### config.mk
export PLATFORM = sky130hd
export DESIGN_NAME = clamped_multi_joint_ramp
export DESIGN_NICKNAME = d
export VERILOG_FILES = /design/src/hw/rtl/cmjr_pkg.sv /design/src/hw/rtl/cmjr_div.sv /design/src/hw/rtl/clamped_multi_joint_ramp.sv
export SDC_FILE = /design/constraint.sdc
export NUM_CORES = 2
export LEC_CHECK = 0
export BUFFER_PORTS_ARGS = -buffer_cell sky130_fd_sc_hd__buf_2
export CAP_MARGIN = 20
export CELL_PAD_IN_SITES_DETAIL_PLACEMENT = 1
export CELL_PAD_IN_SITES_GLOBAL_PLACEMENT = 1
export CORE_AREA = 2 2 370 372
export DETAILED_ROUTE_END_ITERATION = 6
export DIE_AREA = 0 0 372 374
export GPL_ROUTABILITY_DRIVEN = 0
export GPL_TIMING_DRIVEN = 0
export PLACE_DENSITY = 0.8
export SLEW_MARGIN = 0
export SYNTH_ARGS = -nofsm -noshare
export SYNTH_HDL_FRONTEND = slang
export SYNTH_SLANG_ARGS = --single-unit
### constraint.sdc
create_clock -name clk_i -period 8.5 [get_ports clk_i]
set_input_delay 1.7 -clock clk_i [delete_from_list [all_inputs] [get_ports clk_i]]
set_output_delay 1.7 -clock clk_i [all_outputs]
set_load 0.01 [all_outputs]
### src/hw/rtl/cmjr_pkg.sv
`timescale 1ns / 1ps
// ----------------------------------------------------------------------------
// cmjr_pkg
// Shared types and constants of the clamped multi-joint ramp.
// ----------------------------------------------------------------------------
package cmjr_pkg;

  localparam int unsigned NumJointsDef     = 12;
  localparam int unsigned StepCountBitsDef = 16;

  // angle formats: Q3.12 at the ports, Q3.28 inside
  localparam int unsigned AngleW  = 16;
  localparam int unsigned PosW    = 32;
  localparam int unsigned FracExt = PosW - AngleW;
  // magnitude of (target - position) in Q3.28 needs one bit more than a position
  localparam int unsigned DivMagW = PosW + 1;
  localparam int unsigned JointW  = 4;
  localparam int unsigned AddrW   = 5;
  localparam int unsigned DataW   = 32;
  localparam int unsigned NumCfg  = 6;

  typedef enum logic [1:0] {
    OP_LOAD_POS  = 2'd0,
    OP_LOAD_TGT  = 2'd1,
    OP_START     = 2'd2,
    OP_TICK      = 2'd3
  } opcode_e;

  typedef enum logic [2:0] {
    REG_WING_HIGH     = 3'd0,
    REG_WING_LOW      = 3'd1,
    REG_SHOULDER_HIGH = 3'd2,
    REG_SHOULDER_LOW  = 3'd3,
    REG_ELBOW_HIGH    = 3'd4,
    REG_ELBOW_LOW     = 3'd5
  } cfg_reg_e;

  typedef enum logic [1:0] {
    JT_WING     = 2'd0,
    JT_SHOULDER = 2'd1,
    JT_ELBOW    = 2'd2
  } joint_type_e;

  typedef logic signed [AngleW-1:0] angle_t;

  localparam angle_t WingHighRst     = 16'sd2048;
  localparam angle_t WingLowRst      = -16'sd2048;
  localparam angle_t ShoulderHighRst = 16'sd12861;
  localparam angle_t ShoulderLowRst  = 16'sd0;
  localparam angle_t ElbowHighRst    = 16'sd7864;
  localparam angle_t ElbowLowRst     = 16'sd1065;

endpackage

### src/hw/rtl/cmjr_div.sv
`timescale 1ns / 1ps
// ----------------------------------------------------------------------------
// cmjr_div
// Bit-serial signed divider: one quotient bit per cycle, saturated to 32 bits.
// ----------------------------------------------------------------------------
module cmjr_div
  import cmjr_pkg::*;
#(
  parameter int unsigned STEP_COUNT_BITS = StepCountBitsDef
) (
  input  logic                       clk_i,
  input  logic                       rst_ni,
  input  logic                       start_i,
  input  logic                       neg_i,
  input  logic [DivMagW-1:0]         mag_i,
  input  logic [STEP_COUNT_BITS-1:0] divisor_i,
  output logic                       busy_o,
  output logic                       done_o,
  output logic signed [PosW-1:0]     quot_o
);

  localparam int unsigned CntW = $clog2(DivMagW + 1);

  logic                       busy_q;
  logic                       done_q;
  logic [CntW-1:0]            cnt_q;
  logic [DivMagW-1:0]         quo_q;
  logic [STEP_COUNT_BITS-1:0] rem_q;
  logic [STEP_COUNT_BITS-1:0] dvs_q;
  logic                       neg_q;

  logic [STEP_COUNT_BITS:0]   rem_sh;
  logic [STEP_COUNT_BITS:0]   rem_sub;
  logic                       ge;
  logic [DivMagW-1:0]         quo_neg;

  assign rem_sh  = {rem_q, quo_q[DivMagW-1]};
  assign ge      = rem_sh >= {1'b0, dvs_q};
  assign rem_sub = rem_sh - {1'b0, dvs_q};

  always_ff @(posedge clk_i or negedge rst_ni) begin
    if (!rst_ni) begin
      busy_q <= 1'b0;
      done_q <= 1'b0;
      cnt_q  <= '0;
      quo_q  <= '0;
      rem_q  <= '0;
      dvs_q  <= '0;
      neg_q  <= 1'b0;
    end else begin
      done_q <= 1'b0;
      if (start_i && !busy_q) begin
        busy_q <= 1'b1;
        cnt_q  <= CntW'(DivMagW);
        quo_q  <= mag_i;
        rem_q  <= '0;
        dvs_q  <= divisor_i;
        neg_q  <= neg_i;
      end else if (busy_q) begin
        rem_q <= ge ? rem_sub[STEP_COUNT_BITS-1:0] : rem_sh[STEP_COUNT_BITS-1:0];
        quo_q <= {quo_q[DivMagW-2:0], ge};
        cnt_q <= cnt_q - 1'b1;
        if (cnt_q == CntW'(1)) begin
          busy_q <= 1'b0;
          done_q <= 1'b1;
        end
      end
    end
  end

  // saturate the signed quotient to 32 bits
  assign quo_neg = -quo_q;

  always_comb begin
    if (neg_q) begin
      if (quo_q > {1'b0, 1'b1, {(PosW-1){1'b0}}}) begin
        quot_o = {1'b1, {(PosW-1){1'b0}}};
      end else begin
        quot_o = quo_neg[PosW-1:0];
      end
    end else begin
      if (quo_q > {2'b00, {(PosW-1){1'b1}}}) begin
        quot_o = {1'b0, {(PosW-1){1'b1}}};
      end else begin
        quot_o = quo_q[PosW-1:0];
      end
    end
  end

  assign busy_o = busy_q;
  assign done_o = done_q;

endmodule

### src/hw/rtl/clamped_multi_joint_ramp.sv
`timescale 1ns / 1ps
// ----------------------------------------------------------------------------
// clamped_multi_joint_ramp
// Linear setpoint ramp over NUM_JOINTS joints with per-type clamping.
// ----------------------------------------------------------------------------
// A start with a non-zero step count runs NUM_JOINTS divisions on one shared
// bit-serial divider; each division loads the divider, shifts out 33 quotient
// bits and writes the increment back, and in_ready_o stays low meanwhile. A
// tick steps one joint per cycle through a single adder and clamp and streams
// one setpoint item per cycle while the output side does not stall. Ticks
// while no move runs emit the current setpoints with move_done_o low.
// ----------------------------------------------------------------------------
module clamped_multi_joint_ramp
  import cmjr_pkg::*;
#(
  parameter int unsigned NUM_JOINTS      = NumJointsDef,
  parameter int unsigned STEP_COUNT_BITS = StepCountBitsDef
) (
  input  logic                       clk_i,
  input  logic                       rst_ni,
  // configuration port
  input  logic                       psel,
  input  logic                       penable,
  input  logic                       pwrite,
  input  logic [AddrW-1:0]           paddr,
  input  logic [DataW-1:0]           pwdata,
  output logic [DataW-1:0]           prdata,
  output logic                       pready,
  // input items
  input  logic                       in_valid_i,
  output logic                       in_ready_o,
  input  logic [1:0]                 opcode_i,
  input  logic [JointW-1:0]          joint_i,
  input  logic signed [AngleW-1:0]   angle_i,
  input  logic [STEP_COUNT_BITS-1:0] step_count_i,
  // result items
  output logic                       out_valid_o,
  input  logic                       out_ready_i,
  output logic [JointW-1:0]          setpoint_joint_o,
  output logic signed [AngleW-1:0]   setpoint_o,
  output logic                       last_o,
  output logic                       move_done_o
);

  localparam int unsigned JW = (NUM_JOINTS > 1) ? $clog2(NUM_JOINTS) : 1;

  typedef enum logic [1:0] {
    S_IDLE,
    S_DIV_LOAD,
    S_DIV_WAIT,
    S_TICK
  } state_e;

  state_e                      state_q;
  logic [JW-1:0]               k_q;
  joint_type_e                 ty_q;
  logic [STEP_COUNT_BITS-1:0]  ticks_q;
  logic [STEP_COUNT_BITS-1:0]  dvs_q;
  logic                        moving_q;
  logic                        final_q;

  angle_t                      cfg_q [NumCfg];
  logic signed [PosW-1:0]      pos_q [NUM_JOINTS];
  angle_t                      tgt_q [NUM_JOINTS];
  logic signed [PosW-1:0]      inc_q [NUM_JOINTS];

  logic                        out_valid_q;
  logic [JointW-1:0]           sp_joint_q;
  angle_t                      sp_q;
  logic                        last_q;
  logic                        done_q;

  logic                        cfg_we;
  logic                        in_acc;
  logic                        ld_ok;
  logic [JW-1:0]               ld_idx;
  logic                        k_last;
  logic                        out_free;

  logic signed [DivMagW:0]     diff;
  logic signed [DivMagW:0]     diff_neg;
  logic                        div_start;
  logic                        div_busy;
  logic                        div_done;
  logic signed [PosW-1:0]      div_quot;

  angle_t                      lim_hi;
  angle_t                      lim_lo;
  logic signed [PosW:0]        hi_ext;
  logic signed [PosW:0]        lo_ext;
  logic signed [PosW:0]        sum;
  logic signed [PosW-1:0]      pos_d;

  // configuration registers
  assign pready = 1'b1;
  assign cfg_we = psel && penable && pwrite;

  always_comb begin
    prdata = '0;
    if (32'(paddr[4:2]) < NumCfg) begin
      prdata = DataW'(cfg_q[paddr[4:2]]);
    end
  end

  always_ff @(posedge clk_i or negedge rst_ni) begin
    if (!rst_ni) begin
      cfg_q[REG_WING_HIGH]     <= WingHighRst;
      cfg_q[REG_WING_LOW]      <= WingLowRst;
      cfg_q[REG_SHOULDER_HIGH] <= ShoulderHighRst;
      cfg_q[REG_SHOULDER_LOW]  <= ShoulderLowRst;
      cfg_q[REG_ELBOW_HIGH]    <= ElbowHighRst;
      cfg_q[REG_ELBOW_LOW]     <= ElbowLowRst;
    end else if (cfg_we) begin
      unique case (paddr[4:2])
        REG_WING_HIGH:     cfg_q[REG_WING_HIGH]     <= pwdata[AngleW-1:0];
        REG_WING_LOW:      cfg_q[REG_WING_LOW]      <= pwdata[AngleW-1:0];
        REG_SHOULDER_HIGH: cfg_q[REG_SHOULDER_HIGH] <= pwdata[AngleW-1:0];
        REG_SHOULDER_LOW:  cfg_q[REG_SHOULDER_LOW]  <= pwdata[AngleW-1:0];
        REG_ELBOW_HIGH:    cfg_q[REG_ELBOW_HIGH]    <= pwdata[AngleW-1:0];
        REG_ELBOW_LOW:     cfg_q[REG_ELBOW_LOW]     <= pwdata[AngleW-1:0];
        default: ;
      endcase
    end
  end

  // handshake and indexing
  assign in_ready_o = (state_q == S_IDLE);
  assign in_acc     = in_valid_i && in_ready_o;
  assign ld_ok      = 32'(joint_i) < NUM_JOINTS;
  assign ld_idx     = JW'(joint_i);
  assign k_last     = (k_q == JW'(NUM_JOINTS - 1));
  assign out_free   = !out_valid_q || out_ready_i;

  // increment = (target - position) / steps
  assign diff      = {{2{tgt_q[k_q][AngleW-1]}}, tgt_q[k_q], {FracExt{1'b0}}}
                   - {{2{pos_q[k_q][PosW-1]}}, pos_q[k_q]};
  assign diff_neg  = -diff;
  assign div_start = (state_q == S_DIV_LOAD);

  cmjr_div #(
    .STEP_COUNT_BITS(STEP_COUNT_BITS)
  ) u_div (
    .clk_i     (clk_i),
    .rst_ni    (rst_ni),
    .start_i   (div_start),
    .neg_i     (diff[DivMagW]),
    .mag_i     (diff[DivMagW] ? diff_neg[DivMagW-1:0] : diff[DivMagW-1:0]),
    .divisor_i (dvs_q),
    .busy_o    (div_busy),
    .done_o    (div_done),
    .quot_o    (div_quot)
  );

  // tick: add and clamp, high limit first; hold the position while no move runs
  always_comb begin
    unique case (ty_q)
      JT_WING: begin
        lim_hi = cfg_q[REG_WING_HIGH];
        lim_lo = cfg_q[REG_WING_LOW];
      end
      JT_SHOULDER: begin
        lim_hi = cfg_q[REG_SHOULDER_HIGH];
        lim_lo = cfg_q[REG_SHOULDER_LOW];
      end
      default: begin
        lim_hi = cfg_q[REG_ELBOW_HIGH];
        lim_lo = cfg_q[REG_ELBOW_LOW];
      end
    endcase
    hi_ext = {lim_hi[AngleW-1], lim_hi, {FracExt{1'b0}}};
    lo_ext = {lim_lo[AngleW-1], lim_lo, {FracExt{1'b0}}};
    sum    = {pos_q[k_q][PosW-1], pos_q[k_q]} + {inc_q[k_q][PosW-1], inc_q[k_q]};
    priority if (!moving_q) begin
      pos_d = pos_q[k_q];
    end else if (sum > hi_ext) begin
      pos_d = hi_ext[PosW-1:0];
    end else if (lo_ext > sum) begin
      pos_d = lo_ext[PosW-1:0];
    end else begin
      pos_d = sum[PosW-1:0];
    end
  end

  always_ff @(posedge clk_i or negedge rst_ni) begin
    if (!rst_ni) begin
      state_q     <= S_IDLE;
      k_q         <= '0;
      ty_q        <= JT_WING;
      ticks_q     <= '0;
      dvs_q       <= '0;
      moving_q    <= 1'b0;
      final_q     <= 1'b0;
      out_valid_q <= 1'b0;
      sp_joint_q  <= '0;
      sp_q        <= '0;
      last_q      <= 1'b0;
      done_q      <= 1'b0;
      for (int i = 0; i < NUM_JOINTS; i++) begin
        pos_q[i] <= '0;
        tgt_q[i] <= '0;
        inc_q[i] <= '0;
      end
    end else begin
      if (out_valid_q && out_ready_i && (state_q != S_TICK)) begin
        out_valid_q <= 1'b0;
      end
      unique case (state_q)
        S_IDLE: begin
          if (in_acc) begin
            unique case (opcode_e'(opcode_i))
              OP_LOAD_POS: begin
                if (ld_ok) begin
                  pos_q[ld_idx] <= {angle_i, {FracExt{1'b0}}};
                end
              end
              OP_LOAD_TGT: begin
                if (ld_ok) begin
                  tgt_q[ld_idx] <= angle_i;
                end
              end
              OP_START: begin
                if (step_count_i != '0) begin
                  ticks_q <= step_count_i;
                  dvs_q   <= step_count_i;
                  k_q     <= '0;
                  state_q <= S_DIV_LOAD;
                end
              end
              OP_TICK: begin
                k_q      <= '0;
                ty_q     <= JT_WING;
                moving_q <= (ticks_q != '0);
                final_q  <= (ticks_q == STEP_COUNT_BITS'(1));
                if (ticks_q != '0) begin
                  ticks_q <= ticks_q - 1'b1;
                end
                state_q  <= S_TICK;
              end
              default: ;
            endcase
          end
        end
        S_DIV_LOAD: begin
          state_q <= S_DIV_WAIT;
        end
        S_DIV_WAIT: begin
          if (div_done) begin
            inc_q[k_q] <= div_quot;
            if (k_last) begin
              state_q <= S_IDLE;
            end else begin
              k_q     <= k_q + 1'b1;
              state_q <= S_DIV_LOAD;
            end
          end
        end
        S_TICK: begin
          if (out_free) begin
            pos_q[k_q]  <= pos_d;
            out_valid_q <= 1'b1;
            sp_joint_q  <= JointW'(k_q);
            sp_q        <= pos_d[PosW-1:FracExt];
            last_q      <= k_last;
            done_q      <= final_q;
            ty_q        <= (ty_q == JT_ELBOW) ? JT_WING : joint_type_e'(ty_q + 2'd1);
            if (k_last) begin
              state_q <= S_IDLE;
            end else begin
              k_q <= k_q + 1'b1;
            end
          end
        end
        default: state_q <= S_IDLE;
      endcase
    end
  end

  assign out_valid_o      = out_valid_q;
  assign setpoint_joint_o = sp_joint_q;
  assign setpoint_o       = sp_q;
  assign last_o           = last_q;
  assign move_done_o      = done_q;

  // divider is only started when free
  a_div_start_free: assert property (@(posedge clk_i) disable iff (!rst_ni)
    div_start |-> !div_busy)
    else $error("divider started while busy");

  // divider results only arrive while the sequencer waits for them
  a_div_done_wait: assert property (@(posedge clk_i) disable iff (!rst_ni)
    div_done |-> (state_q == S_DIV_WAIT))
    else $error("divider result outside wait state");

  // an accepted tick always starts the setpoint stream
  a_tick_enters: assert property (@(posedge clk_i) disable iff (!rst_ni)
    (in_acc && (opcode_i == OP_TICK)) |=> (state_q == S_TICK))
    else $error("tick item did not start stream");

endmodule
==> results.cfg <==
[place]
hpwl_um = 171000
dp_cells = 7847
placed_area_mm2 = 0.0652
numPortBuffers = 117

[setup_path]
critPathBufInv = 8
startpoint_type = register
crit_path_max_fanout = 28
critPathMaxStageDelay_ps = 730
critPathCaptureType = register
crit_family = buffers and inverters
path_class = reg2reg
crit_required_ps = 9120
r2r-start = k_q[1]
crit_path_top_delay_cell = clkbuf_1
critPathArrivalTime_ps = 9080
setup.worst_path.start = k_q[1]

[die]
die_w_um = 372
start_util_pct = 45.9
row_count = 135
die_h_um = 374
core_mm2 = 0.135
die_area_mm2 = 0.139
ios = 139

[pwr]
leakagePower_nw = 31.2
clkPwrFrac_pct = 20.8
peakVddDrop_mv = 0.348
swShare_pct = 46.5
comb_power_share_pct = 53.3
total_power_mw = 29.4
internal-power_mw = 15.7
p_seq_share_pct = 25.9
power_density_mw_per_mm2 = 412
switchingPower_mw = 13.7

[routing]
route.detailed.drc = 7
drt_iter0_drc = 6371
first_pass_iters = 7
ant_nets = 0
num_vias = 54525
post_drt_wl_per_cell_um = 30.1
routed_wirelength_um = 246000
avgViaCountPerCell = 6.67

[synthesis]
yosysUniqueCellTypes = 97
postSynthAreaPerCell_um2 = 10.5
synth_top_area_cell = dfrtp_1
synth-seq-cells = 1195
synth_ff_type = dfrtp_1
synth_edf_count = 0
synthArstFlopShare_pct = 100
yosysWarnings = 0
syn_area_mm2 = 0.0619
synth_top_area_share_pct = 47.2
yosysSeqAreaShare_pct = 48.3
synthTopCellsByArea = dfrtp_1, mux4_2, o21ai_0, mux2_2, nand2_1
synth_nets = 6117
synth_cells = 5926

[timing]
finalSetupViolCount = 0
tightest_slew_ps = 1310
final_max_slew_viol_count = 0
layout_min_cycle_time_ps = 8460
max_slew_margin_pct = 12.6
tns_ps = 0
finClkSkew_ps = 45.0
hold_viol_final = 0
min_period_over_period_pct = 99.6
fmax_mhz = 118

[clock_network]
clock_latency_ps = 820
clkTransAtPathRegs_ps = 60
htreeDepth = 4
numCtsBuffers = 135
clockBufferDepth = 3
ctsRootBufferMaster = clkbuf_16
cts.sinks = 1195
cts_tree = built

[run_status]
violations = DRC
status = finished with violations

[finish]
fillers = 14558
final_cell_area_mm2 = 0.0714
nNetsFinal = 6469
fin_cells = 8173
drive_gt1_share_pct = 19.7
area_growth_pct = 15.2

[global_routing]
grt-ovfl-total = 0
antenna_found_initial = 16
grt_max_degree = 174
grt_pass1_vias = 57565
grt_pass1_wl_um = 366000
globalRouteTotalUtil_pct = 34.8

[run]
maxCapViolCount = 0

[hold_path]
hold_class = reg2reg
hold_path_startpoint = setpoint_o[15]
## repair_timing
item | CTS | global route
gates resized for setup | 270 | 110
setup endpoints to repair | 479 | 398
hold buffers | 0 | 0
pin swaps | 36 | 29
hold endpoints to repair | 0 | 0
cloned | 3 | 3
setup buffers | 45 | 38
## final timing paths
check / cells past startpoint / end / slack [ps]
worst max-delay path: 27 / setpoint_o[12] / 40
worst min-delay path: 2 / setpoint_o[15] / 480
worst max register to register: 27 / setpoint_o[12] / 40
worst min register to register: 2 / setpoint_o[15] / 480
max in group asynchronous: 3 / tgt_q[105] / 5490
min in group asynchronous: 1 / pos_q[230] / 920
## power by group through the flow
stage / Combinational [mW] / Clock, mW / Sequential (mW)
after floorplan: 8.44 / 0 / 7.34
after global placement: 12.5 / 0 / 7.55
after detailed placement: 13.0 / 0 / 7.61
after CTS: 14.3 / 6.14 / 7.55
after global routing: 16.3 / 6.37 / 7.69
final: 15.7 / 6.13 / 7.60
## cell usage in the layout (no fill, tap or decap), types with 24 or more instances in the layout
master     count
a211oi_1      28
a21o_1        39
a21oi_1      174
a222oi_1      98
a22oi_1       90
and2_1        31
buf_2        134
buf_4        116
clkbuf_1     383
clkbuf_16    141
clkbuf_2      24
clkbuf_8      33
dfrtp_1     1167
dfstp_2       26
ha_1          99
inv_1        125
mux2_2       311
mux2i_1      155
mux4_2       245
nand2_1      874
nand3_1       92
nand4_1       31
nor2_1       192
nor2b_1       25
nor3_1        61
nor4_1        31
o21ai_0      954
o21ai_1       67
xnor2_1       57
xor2_1        26
## per-layer routing
metal	GRT usage, %	routed length (um)
met1	44.5	94200
met4	17.8	13700
met3	9.60	24800
met2	53.9	113000
met5	0	98
## state kept, by name, indices dropped and copies added (netlist names), 6 cells and up
register and flops:
u_div.rem_q 16, pos_q 384, u_div.quo_q 33, setpoint_o 16, tgt_q 192, cfg_q 96
ticks_q 16, inc_q 384, u_div.dvs_q 16, u_div.cnt_q 6, dvs_q 16
## cell usage after synthesis (28+ instances only)
master,count
a21o_1,39
mux4_2,245
xnor2_1,57
a21oi_1,184
nand4_1,31
buf_1,39
clkbuf_1,413
nor3_1,62
nor4_1,32
nor2_1,195
ha_1,107
xor2_1,28
nand2_1,887
mux2_2,311
dfrtp_1,1169
a22oi_1,91
mux2i_1,160
inv_1,125
a31oi_1,31
o21ai_0,1011
a211oi_1,29
a222oi_1,98
nand3_1,93
and2_1,34
## worst min-delay path, delay by kind of cell (launching register included)
kind               cells  cell delay [ps]
DFF                    1              340
AOI/OAI and AO/OA      1               60
and+or+nand+nor        1               50
## stage by stage
stage | util (%) | setup slack [ps] | hold slack (ps)
after floorplan | - | 5.15 | 439
after CTS | 52.5 | 12.8 | 481
after detailed placement | 48.3 | -5360 | 468
after global placement | 48.0 | -20660 | 456
after global routing | 52.9 | -142 | 501
final | 52.9 | 36.8 | 477
## logic make-up after synthesis
family,count (synthesis),share of synthesized area [%]
other,1,0.00605
adder cells (fa/ha/maj),110,2.24
XOR/XNOR,87,1.27
multiplexers,716,17.1
buffers and inverters,619,3.94
AND/OR/NAND/NOR,1479,10.5
AO/OA/AOI/OAI,1719,16.6
flip-flops,1195,48.3
## layout make-up
cell class | instances | area (um^2) | share of cell area [%]
flip-flops and latches | 1195 | 29900 | 41.9
repair buffers | 226 | 1660 | 2.32
clock buffers | 199 | 3960 | 5.55
inverters | 131 | 492 | 0.689
diodes | 10 | 25.0 | 0.0351
plain buffers | 472 | 2320 | 3.25
well taps | 1781 | 2230 | 3.12
clock inverters | 42 | 623 | 0.873
multi-input cells | 4117 | 30100 | 42.2
No activity file was read; power rests on OpenSTA's default activity.
